===== config.mk =====
export PLATFORM = sky130hd
export DESIGN_NAME = scts_ctrl
export DESIGN_NICKNAME = d
export VERILOG_FILES = /design/src/rtl/core/scts_pkg.sv /design/src/rtl/core/scts_ctrl.sv
export SDC_FILE = /design/constraint.sdc
export NUM_CORES = 1
export LEC_CHECK = 0
export ABC_AREA = 1
export BUFFER_PORTS_ARGS = -buffer_cell sky130_fd_sc_hd__buf_2
export CORE_ASPECT_RATIO = 0.8
export CORE_MARGIN = 2
export CORE_UTILIZATION = 55
export CTS_BUF_LIST = sky130_fd_sc_hd__clkbuf_4 sky130_fd_sc_hd__clkbuf_8 sky130_fd_sc_hd__clkbuf_16
export DETAILED_ROUTE_END_ITERATION = 7
export PLACE_DENSITY = 0.83
export SYNTH_ARGS = -nofsm -noshare
export SYNTH_HDL_FRONTEND = slang
export SYNTH_SLANG_ARGS = --single-unit

===== constraint.sdc =====
create_clock -name clk -period 2.2 [get_ports clk]
set_input_delay 0.11 -clock clk [delete_from_list [all_inputs] [get_ports clk]]
set_output_delay 0.11 -clock clk [all_outputs]
set_load 0.03 [all_outputs]

===== src/rtl/core/scts_pkg.sv =====
// ----------------------------------------------------------------------------
// scts_pkg
// Shared types, constants and controller/datapath signal groups for the
// sine, cosine and tangent series unit.
// ----------------------------------------------------------------------------
package scts_pkg;

  localparam int MAX_TERMS_DEF = 32;
  localparam int FRAC_BITS_DEF = 16;

  // Internal magnitudes carry 32 fraction bits.
  localparam int IFRAC = 32;
  localparam int TW    = 42;  // series term
  localparam int XW    = 40;  // reduced angle and its square
  localparam int AW    = 48;  // signed series sum
  localparam int VW    = 42;  // divisor and remainder
  localparam int HW    = TW / 2;

  localparam logic [35:0] TWO_PI_Q32   = 36'h6_487E_D511;
  localparam logic [33:0] SINE_LIMIT   = 34'h2_0000_0000;
  localparam logic [15:0] THRESH_RESET = 16'd1;
  localparam logic [31:0] RES_MAX      = 32'h7FFF_FFFF;
  localparam logic [31:0] RES_MIN      = 32'h8000_0000;

  localparam logic [1:0] OP_SIN  = 2'd0;
  localparam logic [1:0] OP_COS  = 2'd1;
  localparam logic [1:0] OP_TAN  = 2'd2;
  localparam logic [1:0] OP_NONE = 2'd3;

  typedef struct packed {
    logic [1:0]         operation;
    logic signed [31:0] angle;
  } in_item_t;

  typedef struct packed {
    logic signed [31:0] result;
    logic               overflow;
  } out_item_t;

  typedef enum logic [1:0] {
    OSEL_ZERO,
    OSEL_SERIES,
    OSEL_TAN,
    OSEL_TANZ
  } out_sel_t;

  typedef struct packed {
    logic     load;
    logic     red_start;
    logic     red_fix;
    logic     x2_start;
    logic     x2_take;
    logic     ser_init;
    logic     ser_cos;
    logic     ser_add;
    logic     term_mul_start;
    logic     term_div_start;
    logic     term_take;
    logic     save_sin;
    logic     tan_start;
    logic     out_load;
    out_sel_t out_sel;
  } cmd_t;

  typedef struct packed {
    logic [1:0] op;
    logic       red_done;
    logic       div_done;
    logic       mul_done;
    logic       term_small;
    logic       cos_zero;
  } status_t;

endpackage


===== src/rtl/core/scts_ctrl.sv =====
// ----------------------------------------------------------------------------
// scts_ctrl
// Sequencer: angle reduction, the series loop, tangent quotient and the
// output register handshake.
// ----------------------------------------------------------------------------
module scts_ctrl #(
  parameter int MAX_TERMS = scts_pkg::MAX_TERMS_DEF
) (
  input  logic              clk,
  input  logic              rst,
  input  logic              in_valid,
  output logic              in_ready,
  output logic              out_valid,
  input  logic              out_ready,
  input  scts_pkg::status_t st,
  output scts_pkg::cmd_t    cmd
);

  localparam int CNTW = $clog2(MAX_TERMS + 1);

  typedef enum logic [3:0] {
    S_IDLE, S_START, S_RED, S_X2S, S_X2W, S_SINIT,
    S_SCHK, S_SMUL, S_SDIV, S_TDIV, S_OUT
  } state_t;

  state_t             state, state_next;
  logic [CNTW-1:0]    cnt, cnt_next;
  logic               pass_cos, pass_cos_next;
  scts_pkg::out_sel_t sel, sel_next;
  logic               out_valid_next;
  logic               ser_done;
  logic               is_tan;

  assign ser_done = (cnt == CNTW'(MAX_TERMS)) || st.term_small;
  assign is_tan   = st.op == scts_pkg::OP_TAN;
  assign in_ready = state == S_IDLE;

  always_comb begin
    cmd            = '0;
    cmd.out_sel    = sel;
    state_next     = state;
    cnt_next       = cnt;
    pass_cos_next  = pass_cos;
    sel_next       = sel;
    out_valid_next = out_valid && !out_ready;
    unique case (state)
      S_IDLE: begin
        if (in_valid) begin
          cmd.load   = 1'b1;
          state_next = S_START;
        end
      end
      S_START: begin
        pass_cos_next = 1'b0;
        if (st.op == scts_pkg::OP_NONE) begin
          sel_next   = scts_pkg::OSEL_ZERO;
          state_next = S_OUT;
        end else begin
          cmd.red_start = 1'b1;
          state_next    = S_RED;
        end
      end
      S_RED: begin
        if (st.red_done) begin
          cmd.red_fix = 1'b1;
          state_next  = S_X2S;
        end
      end
      S_X2S: begin
        cmd.x2_start = 1'b1;
        state_next   = S_X2W;
      end
      S_X2W: begin
        if (st.mul_done) begin
          cmd.x2_take = 1'b1;
          state_next  = S_SINIT;
        end
      end
      S_SINIT: begin
        cmd.ser_init = 1'b1;
        cmd.ser_cos  = pass_cos || (st.op == scts_pkg::OP_COS);
        cnt_next     = '0;
        state_next   = S_SCHK;
      end
      S_SCHK: begin
        if (ser_done) begin
          if (!is_tan) begin
            sel_next   = scts_pkg::OSEL_SERIES;
            state_next = S_OUT;
          end else if (!pass_cos) begin
            cmd.save_sin  = 1'b1;
            pass_cos_next = 1'b1;
            state_next    = S_SINIT;
          end else if (st.cos_zero) begin
            sel_next   = scts_pkg::OSEL_TANZ;
            state_next = S_OUT;
          end else begin
            cmd.tan_start = 1'b1;
            state_next    = S_TDIV;
          end
        end else begin
          cmd.ser_add        = 1'b1;
          cmd.term_mul_start = 1'b1;
          cnt_next           = cnt + CNTW'(1);
          state_next         = S_SMUL;
        end
      end
      S_SMUL: begin
        if (st.mul_done) begin
          cmd.term_div_start = 1'b1;
          state_next         = S_SDIV;
        end
      end
      S_SDIV: begin
        if (st.div_done) begin
          cmd.term_take = 1'b1;
          state_next    = S_SCHK;
        end
      end
      S_TDIV: begin
        if (st.div_done) begin
          sel_next   = scts_pkg::OSEL_TAN;
          state_next = S_OUT;
        end
      end
      S_OUT: begin
        if (!out_valid || out_ready) begin
          cmd.out_load   = 1'b1;
          out_valid_next = 1'b1;
          state_next     = S_IDLE;
        end
      end
      default: state_next = S_IDLE;
    endcase
  end

  always_ff @(posedge clk) begin
    if (rst) begin
      state     <= S_IDLE;
      cnt       <= '0;
      pass_cos  <= 1'b0;
      sel       <= scts_pkg::OSEL_ZERO;
      out_valid <= 1'b0;
    end else begin
      state     <= state_next;
      cnt       <= cnt_next;
      pass_cos  <= pass_cos_next;
      sel       <= sel_next;
      out_valid <= out_valid_next;
    end
  end

endmodule


Yosys cells after proc, flatten, opt, wreduce, memory -nomap -nowiden
Index checks and enable logic that the tools add are counted.

Logic and storage cells: 97. Flip-flop bits (word level): 14.

Equal/unequal tests: 27. Add/sub/neg operators: 1. Mux-type cells: 50. Reduce and logical (&&, ||, !) cells: 14.

Operators by type and width (count): $mux W4 (11); $pmux W4 S11 (1); $mux W2 (13); $ne A2 B2 Y1 const B (11); $mux W1 (21); $eq A4 B3 Y1 const B (4); $eq A4 B4 Y1 const B (3); $pmux W6 S2 (1); $eq A4 B2 Y1 const B (2); $reduce_and A7 Y1 (1); $add A6 B1 Y6 const B (1); $eq A6 B6 Y1 const B (1); $mux W6 (1); $ne A3 B3 Y1 const B (2); $pmux W2 S3 (1); $reduce_and A6 Y1 (1); $eq A2 B2 Y1 const B (2); $eq A4 B1 Y1 const B (1); $logic_not A4 Y1 (1); $reduce_bool A2 Y1 (2); $logic_or A1 B1 Y1 (3); $reduce_and A3 Y1 (1); $reduce_bool A3 Y1 (1); $eq A2 B1 Y1 const B (1); 4 further kinds (5).

Depth between registers and ports, before layout
Gate-level depths: netlist (run 1).

Depth in word-level cells: 5. Gate-level depth with buffers: 9. Depth with buffers taken out: 9.

Worst setup path before layout (run 1)
OpenSTA, ideal clock, no wires.

Path type: register -> output. From: register state[3]. To: output cmd[15] (netlist bit). Data arrival time: 1403 ps. Cell stages (with the launch flop): 4. Slack: 687 ps. Path buffers: 0. Cell sequence: dfxtp_1 -> nor2_1 -> inv_1 -> nor3_1.

RTL lines: start, declared (line scts_ctrl.sv:26) `state_t state, state_next;`; start signal, assigned (line scts_ctrl.sv:145) `state <= state_next;`; end, declared (line scts_ctrl.sv:16) `output scts_pkg::cmd_t cmd`.

==> reports/metrics.cfg, run 1 <==
[final_layout]
layout_common_cells=nand2_1 (50), inv_1 (33), nor2_1 (32)
n_fill_cell=182
layout.nets=230
num_antenna_cells=0
drive_gt1_frac=0.190
layout-area-overhead-vs-synth_pct=18.6
layout_commonest_cell=nand2_1

[detailed_routing]
firstDrtPassIters=4
drc=0
drtIter0Drc=86
vias=1266
routed_via_density=5.28
wirelength_mm=2.80
ant_nets=0
wl_per_cell_microns=11.7

[clocking]
postCtsHoldBufs=0
cts_buffer_depth=2
htree_levels=1
cts_resized=0
path_clk_slew_ps=100
cts_tree=yes
postCtsSetupBuffers=0
cts_sinks=14
clock_latency_ps=290
numCtsBuffers=3
cts-root-buf=clkbuf_4

[flow_run]
drv_cap=0

[sta]
period_needed_ps=1800
tns_ps=0
grt_setup_unrepaired=no
setup_viol=0
period_share=0.818
report.final.hold_viol_count=0
slew_headroom=0.698
final.setup_skew_ps=9.89
setup_ws_ps=401
fmax_mhz=556
finalMaxSlewViolations=0
tightestPinTransition_ps=451

[hold_path]
hold_path_class=in2reg

[pwr]
netSwitchingPower_mw=0.555
p_int_mw=0.558
power_density_nw_per_um2=894
p_leak_nw=0.714
pwr-share-seq=0.298
fin_total_pwr_mw=1.11
combinationalPowerShare=0.527
p_sw_frac=0.499
power_frac_clock=0.175
peakVddDrop_mv=0.631

[die]
ios=29
die_h_microns=43.1
num_rows=14
coreArea_sq_um=1840
die_width_microns=52.9
dieArea_sq_um=2280
start_util=0.571

[critical_path]
end_kind=primary output
worstPathArrival_ps=1690
criticalPathCategory=reg2out
cp.required_ps=2090
critPathLaunchType=register
cp_max_fo=6
ff2ff_setup_slack_ps=630

[logic_synthesis]
synthCells=186
yosys_warnings=0
syn_area_sq_um=1050
syn_area_per_cell_sq_um=5.65
async_reset_ff_frac=0
synth_flop_cell=dfxtp_1
ys_types=20
ys_seq_area_frac=0.267
ys_ff_latch=14
synthesis.nets=199
synth_edf_count=0

[global_routing]
grt_pass1_wl_mm=4.71
grt_pass1_vias=1139
track_usage=0.281
grt_max_degree=10
antenna_found_initial=0
grt-ovfl-total=0

[placed_design]
io_buffers=28
place.gp.congestion=0.943
pre_cts_slack_ps=682
dpl.hpwl_mm=2.23

[run_status]
status=finished clean

==> power groups by stage <==
stage | Sequential, mW | Clock [mW] | Combinational, mW
floorplan | 0.359 | 0 | 0.409
global placement | 0.333 | 0 | 0.569
detailed placement | 0.335 | 0 | 0.572
CTS | 0.331 | 0.197 | 0.577
global route | 0.337 | 0.203 | 0.646
finish | 0.332 | 0.194 | 0.587
==> synthesized netlist by cell type (2+ instances only) <==
cell type  number  area, sq um
nor3_1          3         15.0
ha_1            2         25.0
a21oi_1        12         60.1
dfxtp_1        14          280
nor2_1         32          120
nand4_1         3         18.8
o21ai_0         5         25.0
nand3_1        19         95.1
nand2_1        50          188
nor2_4          2         22.5
nor2_2          3         18.8
inv_1          33          124
==> worst max-delay path, stage by stage (launching register included) <==
cell,delay [ps]
dfxtp_1,440
inv_2,90
nor2_4,160
nand2_1,200
nor2_1,130
nand2_1,80
nor2_1,80
buf_2,200
==> worst paths after layout <==
check | startpoint | end | cells after the start
worst max-delay path | state[2] | cmd[4] | 7
worst min-delay path | rst | state[2] | 2
worst max register to register | state[2] | sel[1] | 9
worst min register to register | cnt[5] | cnt[5] | 2
==> area by class of cell <==
type | count | area (sq um) | share of cell area
flip-flops and latches | 14 | 280 | 0.225
well taps | 24 | 30.0 | 0.0241
inverters | 34 | 128 | 0.102
repair buffers | 28 | 140 | 0.112
multi-input cells | 136 | 632 | 0.507
clock buffers | 4 | 36.3 | 0.0291
==> flip-flops by register name, summed over array words and instances, names as in the netlist <==
name       flops
cnt            6
state          4
sel            2
out_valid      1
pass_cos       1
==> kinds of logic (layout without fill, tap and decap cells) <==
group / count (synthesis) / in the layout / share of synthesized area
simple gates: 116 / 116 / 0.488
xor+xnor: 1 / 1 / 0.00833
flops: 14 / 14 / 0.267
compound gates: 17 / 17 / 0.0810
fa+ha+maj: 2 / 2 / 0.0238
buf+inv: 36 / 66 / 0.132
==> metal layers <==
layer,global-route usage,up-vias,part of all wire
met5,0,-,0
met4,0.0769,0,0.014
met3,0.0669,7,0.10
met2,0.493,68,0.47
met1,0.339,555,0.41
li1,-,636,-
==> stage by stage <==
step	instance area, sq um	std cells	utilization	hold slack (ps)
final	1250	240	0.678	92.4
after global routing	1250	240	0.678	109
after CTS	1250	240	0.678	92.0
after detailed placement	1210	236	0.658	401
after global placement	1210	236	0.658	392
after floorplan	1050	186	-	328
(Power assumes the default switching activity.)
==> inputs of run 2 (changes only) <==
CORE_UTILIZATION = 51   (was 55)
PLACE_DENSITY = 0.78   (was 0.83)
clock period = 1.9 ns   (was 2.2 ns; I/O delays follow)
==> run 2 against run 1 <==
  * Global-route usage shrank 2.4 points
  * Total power rose by 16%
  * Final cell count did not move
  * Highest routed layer unchanged
  * Clock power grew 20%
  * Wire length shrank 2.0%
  * Worst hold slack worse by 24 ps
  * Clock skew grew 1.5 ps
  * Die area rose by 7.2%
  * First-iteration DRC count is 40% lower
  * Utilization decreased by 2.4 points
  * Final area rose by 0.10%
  * Worst setup slack worse by 270 ps
==> reports/metrics.cfg, run 2 (same netlist as run 1, synthesis figures left out) <==
[clocking]
cts_resized=0  ; unchanged
path_clk_slew_ps=110  ; was 100 ps
cts_buffer_depth=2  ; unchanged
clock_latency_ps=300  ; was 290 ps
postCtsSetupBuffers=0  ; unchanged
cts-root-buf=clkbuf_4  ; unchanged
htree_levels=1  ; unchanged
numCtsBuffers=3  ; unchanged
cts_tree=yes  ; unchanged
cts_sinks=14  ; unchanged
postCtsHoldBufs=0  ; unchanged

[sta]
tightestPinTransition_ps=475  ; was 451 ps
period_share=0.929
tns_ps=0  ; unchanged
period_needed_ps=1770
finalMaxSlewViolations=0  ; unchanged
final.setup_skew_ps=11.4  ; was 9.89 ps
report.final.hold_viol_count=0  ; unchanged
setup_viol=0  ; unchanged
grt_setup_unrepaired=no  ; unchanged
fmax_mhz=566
slew_headroom=0.682  ; was 0.698

[flow_run]
drv_cap=0  ; unchanged

[pwr]
power_density_nw_per_um2=1040  ; was 894 nW/um^2
combinationalPowerShare=0.521  ; was 0.527
fin_total_pwr_mw=1.29  ; was 1.11 mW
power_frac_clock=0.180  ; was 0.175
netSwitchingPower_mw=0.645  ; was 0.555 mW
p_int_mw=0.648  ; was 0.558 mW
p_sw_frac=0.499  ; about the same
peakVddDrop_mv=0.785  ; was 0.631 mV
pwr-share-seq=0.299  ; was 0.298
p_leak_nw=0.714  ; about the same

[final_layout]
top_regs=cnt: 6 flops, state: 4 flops, sel: 2 flops  ; unchanged
multi_input_area_sq_um=632  ; unchanged
layout_commonest_cell=nand2_1  ; unchanged
drive_gt1_frac=0.194  ; was 0.190
ff_latch_area_sq_um=282  ; was 280 sq um
n_fill_cell=205  ; was 182
layout-area-overhead-vs-synth_pct=18.7  ; was 18.6%
largest_register_ffs=6  ; unchanged
num_antenna_cells=0  ; unchanged
regMostFlops=cnt  ; unchanged
layout_common_cells=nand2_1 (50), inv_1 (33), nor2_1 (32)  ; unchanged
layout.nets=230  ; unchanged

[die]
die_width_microns=54.8  ; was 52.9 microns
ios=29  ; unchanged
coreArea_sq_um=1910  ; was 1840 sq um
num_rows=14  ; unchanged
start_util=0.550  ; was 0.571
dieArea_sq_um=2440  ; was 2280 sq um
die_h_microns=44.6  ; was 43.1 microns

[critical_path]
critPathLaunchType=register  ; unchanged
path_buf_inv=2  ; unchanged
crit_top_cell=nor2_1
cp_max_fo=6  ; unchanged
crit_chain=inv_1, nor2_1, nand2_1, nor2_1, nand2_1, nor2_1, buf_2  ; was inv_2, nor2_4, nand2_1, nor2_1, nand2_1, nor2_1, buf_2
worstPathArrival_ps=1670  ; was 1690 ps
criticalPathCategory=reg2out  ; unchanged
cp_slowest_cell=dfxtp_1  ; unchanged
ff2ff_setup_slack_ps=380  ; was 630 ps
critical_path.top_delay_family=simple AND/OR/NAND/NOR gates  ; unchanged
critical_path.max_stage_delay_ps=450  ; was 440 ps
end_kind=primary output  ; unchanged
cp.required_ps=1800  ; was 2090 ps

[detailed_routing]
routed_via_density=5.29  ; was 5.28
drtIter0Drc=52  ; was 86
met2_wirelength_mm=1.20  ; was 1.33 mm
wl_per_cell_microns=11.4  ; was 11.7 microns
drc=0  ; unchanged
wl_met1_mm=1.26  ; was 1.15 mm
top_layer_used=met4  ; unchanged
ant_nets=0  ; unchanged
firstDrtPassIters=5  ; was 4
wl_met3_microns=270  ; was 283 microns
vias=1269  ; was 1,266
wirelength_mm=2.74  ; was 2.80 mm

[global_routing]
antenna_found_initial=0  ; unchanged
grt-ovfl-total=0  ; unchanged
grt_max_degree=10  ; unchanged
grt_pass1_wl_mm=4.55  ; was 4.71 mm
track_usage=0.257  ; was 0.281
grt_pass1_vias=1046  ; was 1,139

[placed_design]
io_buffers=28  ; unchanged
place.gp.congestion=0.915  ; was 0.943
dpl.hpwl_mm=2.16  ; was 2.23 mm

[hold_path]
hold_path_class=in2reg  ; unchanged

[run_status]
status=finished clean  ; unchanged

[run 2: area by class of cell]
class,count,area share
Timing Repair Buffer,28,0.112
Multi-Input combinational cell,136,0.507
Clock buffer,4,0.0291
Sequential cell,14,0.226
Inverter,34,0.102
Tap cell,24,0.0241
[run 2: worst paths after layout]
check,from,end,cells after the start
setup / recovery,state[1],cmd[4],7
hold / removal,rst,state[2],2
setup reg to reg,state[1],sel[0],9
hold reg to reg,cnt[1],cnt[1],2
[run 2: power groups by stage]
stage | combinational, mW | clock, mW | sequential [mW]
2_1_floorplan | 0.473 | 0 | 0.415
3_3_place_gp | 0.657 | 0 | 0.388
3_5_place_dp | 0.662 | 0 | 0.389
4_1_cts | 0.666 | 0.235 | 0.383
5_1_grt | 0.744 | 0.246 | 0.390
6_report | 0.674 | 0.233 | 0.386
[run 2: metal layers]
| layer | GRT usage | up-vias |
|---|---|---|
| met1 | 0.374 | 564 |
| met4 | 0.0650 | 0 |
| met2 | 0.367 | 67 |
| met5 | 0 | - |
| li1 | - | 636 |
| met3 | 0.0777 | 2 |
[run 2: per-stage QoR]
| step | instances | util | worst slack, ps | hold slack (ps) | instance area [sq um] |
|---|---|---|---|---|---|
| after CTS | 240 | 0.653 | 157 | 70.2 | 1250 |
| after floorplan | 186 | - | 402 | 313 | 1050 |
| after global routing | 240 | 0.653 | 20.9 | 71.1 | 1250 |
| after global placement | 236 | 0.634 | 464 | 386 | 1210 |
| final | 240 | 0.653 | 134 | 68.5 | 1250 |
| after detailed placement | 236 | 0.634 | 438 | 393 | 1210 |
